### src/spcq_ram.sv
// Generic single-write, single-read RAM with registered read data.
// No dependencies.
module spcq_ram #(
  parameter int unsigned WIDTH = 8,
  parameter int unsigned DEPTH = 16,
  localparam int unsigned AW = $clog2(DEPTH)
) (
  input  logic             clk_i,
  input  logic             we_i,
  input  logic [AW-1:0]    waddr_i,
  input  logic [WIDTH-1:0] wdata_i,
  input  logic             re_i,
  input  logic [AW-1:0]    raddr_i,
  output logic [WIDTH-1:0] rdata_o
);

  logic [WIDTH-1:0] mem_q [DEPTH];
  logic [WIDTH-1:0] rdata_q;

  // write port
  always_ff @(posedge clk_i) begin
    if (we_i) begin
      mem_q[waddr_i] <= wdata_i;
    end
  end

  // read port, data held until the next read
  always_ff @(posedge clk_i) begin
    if (re_i) begin
      rdata_q <= mem_q[raddr_i];
    end
  end

  assign rdata_o = rdata_q;

endmodule

### config.mk
export PLATFORM = sky130hd
export DESIGN_NAME = spcq_ram
export DESIGN_NICKNAME = d
export VERILOG_FILES = /design/src/spcq_ram.sv
export SDC_FILE = /design/constraint.sdc
export NUM_CORES = 1
export LEC_CHECK = 0
export ABC_AREA = 1
export BUFFER_PORTS_ARGS = -buffer_cell sky130_fd_sc_hd__buf_2
export CAP_MARGIN = 0
export CORE_MARGIN = 5
export CORE_UTILIZATION = 66
export CTS_CLUSTER_SIZE = 25
export DETAILED_ROUTE_END_ITERATION = 6
export PLACE_DENSITY = 0.9
export RECOVER_POWER = 50
export SYNTH_ARGS = -nofsm -noshare
export SYNTH_HDL_FRONTEND = slang
export SYNTH_SLANG_ARGS = --single-unit
### constraint.sdc
create_clock -name clk_i -period 2.5 [get_ports clk_i]
set_input_delay 0.5 -clock clk_i [delete_from_list [all_inputs] [get_ports clk_i]]
set_output_delay 0.5 -clock clk_i [all_outputs]
set_load 0.01 [all_outputs]
# Word-level counts from Yosys, hierarchy flattened
# Memories as Yosys holds them, arrays and structs flattened. A register that Yosys moved wholly into a read port is not among the register bits.
# Index checks and enable logic that the tools add are counted.
totals:
  register_bits: 0
  latch_bits: 0
  mem_bits_rw: 128
  romBits: 0
  input_bits: 19
  out_inout_bits: 8
  word_cells: 3
  mem_count: 1
op_classes:
  n_addsub: 0
  multipliers: 0
  n_div: 0
  n_lt_le_gt_ge: 0
  eq_ne: 0
  shift: 0
  n_mux: 2
  n_bitwise: 0
  n_reduce_logical: 0
memory_table:
  columns: ["memory", "words", "width", "read_ports", "rd_clocked_by_memory_dff", "wr", "line", "text"]
  rows:
  - ["mem_q", 16, 8, 1, 1, 1, "17", "logic [WIDTH-1:0] mem_q [DEPTH];"]
ops:
  columns: ["cell", "count"]
  rows:
  - ["$mux 1", 2]

# Longest topological paths before layout
depth:
  word_depth: 2
  mapped_depth: 8
  ltp_nobuf: 7

# Least setup slack after synthesis
# Ideal clock, no wire load.
synth_timing:
  path_kind: "in2reg"
  start: "input port waddr_i[2]"
  end: "memory mem_q[10][0], enable pin"
  setup_ns: 0.370
  arrival_time_ns: 1.081
  required_time_ns: 2.130
  path_slack_ns: 1.049
  cell_stages: 2
  path_buffers: 0
  path_cell_list: "nand3b_1 -> nor2_1"
synth_rtl:
  columns: ["element", "line", "text"]
  rows:
  - ["start: declaration", "10", "input logic [AW-1:0] waddr_i,"]
  - ["end: declaration", "17", null]
# No word-level cell before the write port.

==> flow_summary.yaml <==
setup_path:
  worstPathArrival_ns: 1.99
  worstPathRequired_ns: 2.75
  crit_top_cell: "nand3_1"
  worst_r2r_startpoint: "mem_q[15][2]"
  cells_traversed_along_the_worst_timing_path: "buf_2 > inv_2 > nand3_1 > nand3_1 > nand3_1 > nand2_1"
  critical-path-top-delay-family: "buffers and inverters"
  setup.worst_path.start_class: "primary input"
  cp_slowest_cell: "buf_2"
  cp.buffers_inverters: 2
  worst_setup_path_startpoint: "raddr_i[1]"
  critical_path_class: "primary input to register"
  critical_path.max_stage_delay_ns: 0.50
  critPathMaxFanout: 33
  critical_path.endpoint_type: "register"
logic_synthesis:
  most_frequently_used_cell_type_in_the_post_synthesis_netlist: "nand2_1"
  syn_inst: 551
  synth_sequential_area_ratio_pct: 69.85
  synthArstFlopShare_pct: 0
  synth-seq-cells: 136
  synth.cell_area_mm2: 0.005847
  netlist_top_cells_area: "edfxtp_1, nand2_1, nand3_1"
  synth_flop_cell: "edfxtp_1"
  avgSynthCellArea_um2: 10.61
  synth_top_cell_by_area: "edfxtp_1"
  synth_nets: 570
  yosysUniqueCellTypes: 11
  count_of_flip_flops_with_a_built_in_enable_after_synthesis: 136
  synthDominantCellAreaShare_pct: 69.85
  ys_top_cells_by_count: "nand2_1, edfxtp_1, inv_1"
  synth-warning-count: 0
power:
  part_of_the_total_power_dissipated_in_sequential_elements_pct: 48.1
  power.total_mw: 5.379
  leak_pwr_nw: 2.810
  pwr_density_cell_mw_per_mm2: 818.8
  pwr-share-comb_pct: 5.7
  total_switching_power_mw: 1.208
  vdd_ir_drop_max_mv: 0.7451
  swShare_pct: 22.46
  p_int_mw: 4.171
  p_clk_share_pct: 46.2
clocking:
  clock_sinks: 136
  worst_setup_hold_path_clk_slew_ns: 0.06
  post_cts_resized: 0
  post-cts-setup-buffers: 0
  latest_clock_arrival_within_the_worst_skew_pair_ns: 0.52
  tritoncts.num_buffers: 17
  htree_num_levels: 4
  holdBufCountCts: 0
  cts-root-to-sink-buffers: 2
  tritoncts: "done"
  root_buffer: "clkbuf_8"
sta:
  finalCriticalPeriod_ns: 1.737
  hold_slack_ns: 0.4157
  max_clock_freq_mhz: 575.6
  finalClockSkew_ns: 0.009513
  setup_ws_ns: 0.7627
  slew_headroom_pct: 31.49
  timing.final.max_slew_violations: 0
  rsz0062_at_grt: "no"
  finalCritPeriodShare_pct: 69.49
  hold_viol: 0
  worst-slew-pin-transition_ns: 1.028
  timing.final.setup_violations: 0
  fin_tns_setup_ns: 0
worst_hold_path:
  hold_path.startpoint: "re_i"
  hp-class: "primary input to register"
grt:
  pin_count_of_the_biggest_net_entering_global_routing: 65
  grt_pass1_wl_mm: 21.58
  antenna_found_initial: 0
  first_global_vias: 4137
  grt_util_all_layers_pct: 26.15
  overflow: 0
drt:
  post_drt_via_cell_ratio: 5.931
  drt_pass1_iterations: 6
  drt_iter0_markers: 558
  dr_total_vias: 4140
  route.antenna.remaining_nets: 0
  remaining_drc_errors: 0
  routedWlPerCell_um: 19.45
  wl_mm: 13.58
floorplanning:
  initial_core_util_pct: 67.37
  placeableCoreArea_mm2: 0.008678
  die_area_mm2: 0.01084
  placement_rows: 34
  chipWidth_um: 104.1
  dieHeight_um: 104.1
  ios: 27
cells_and_area:
  area_growth_syn_to_layout_pct: 12.35
  final_layout_size_suffix_gt1_share_pct: 8.983
  layout.filler_cells: 515
  layout.nets: 596
  antenna_cells: 0
placement:
  post-dp-hpwl_mm: 8.121
  gp_congestion: 0.9758
  place_worst_setup_slack_ns: 0.3750
  port_buffers: 26
run:
  drv.max_cap_violation_count: 0
outcome:
  outcome: "completed"
power groups by stage:
stage                     clock, mW  combinational [mW]  sequential (mW)
final                          2.49               0.308             2.59
after global routing           2.60               0.337             2.59
after global placement            0               0.285             2.63
after floorplan                   0               0.180             2.63
after CTS                      2.50               0.303             2.58
after detailed placement          0               0.294             2.63
registers in the layout (all words and copies together), names as in the netlist:
signal,cells
mem_q,128
rdata_o,8
cell families (layout without fill, tap and decap cells):
| logic type | after synthesis | after routing | share of synthesized area [%] |
|---|---|---|---|
| flip-flops | 136 | 136 | 69.85 |
| AND/OR/NAND/NOR | 289 | 289 | 20.76 |
| buffers and inverters | 126 | 165 | 9.394 |
final timing paths:
| kind | cells after the start | slack, ns | to |
|---|---|---|---|
| setup / recovery | 6 | 0.76 | rdata_o[2] |
| hold / removal | 1 | 0.42 | rdata_o[1] |
| setup reg to reg | 6 | 1.26 | rdata_o[2] |
| hold reg to reg | 6 | 0.78 | rdata_o[0] |
placed cells by master (no fill, tap or decap):
cell        Yosys  final
nand2_1       173    173
edfxtp_1      136    136
inv_1         100    100
nand3_1        97     97
nor2_1         17     17
clkbuf_16       0     16
buf_2          13     16
clkbuf_1        0     11
bufinv_16       0      3
inv_6           0      3
clkinvlp_4      0      3
clkinv_2        0      3
buf_4           4      3
inv_2           2      2
nand3b_1        2      2
clkinv_4        0      2
clkbuf_8        0      1
clkinv_1        0      1
buf_12          0      1
per-stage QoR:
stage,utilization [%],instance area [µm²],instances
final,75.69,6569,698
after global routing,75.69,6569,698
after CTS,75.88,6585,698
after detailed placement,69.09,5996,666
after global placement,69.09,5996,666
after floorplan,-,5847,551
metal layers:
metal | part of all wire (%) | GRT usage, %
met3 | 11 | 7.200
met5 | 0 | 0
met2 | 48 | 41.07
met1 | 36 | 33.65
met4 | 4.7 | 13.04
area by class of cell:
type                       instances  area, µm²  share of cell area [%]
sequential                       136       4084                   62.17
tap                              108      135.1                   2.057
multi-input combinational        289       1214                   18.48
inverter                         102      382.9                   5.829
timing repair buffer              31      163.9                   2.495
clock buffer                      17      414.1                   6.305
clock inverter                    15      175.2                   2.667
(Power assumes the default switching activity.)
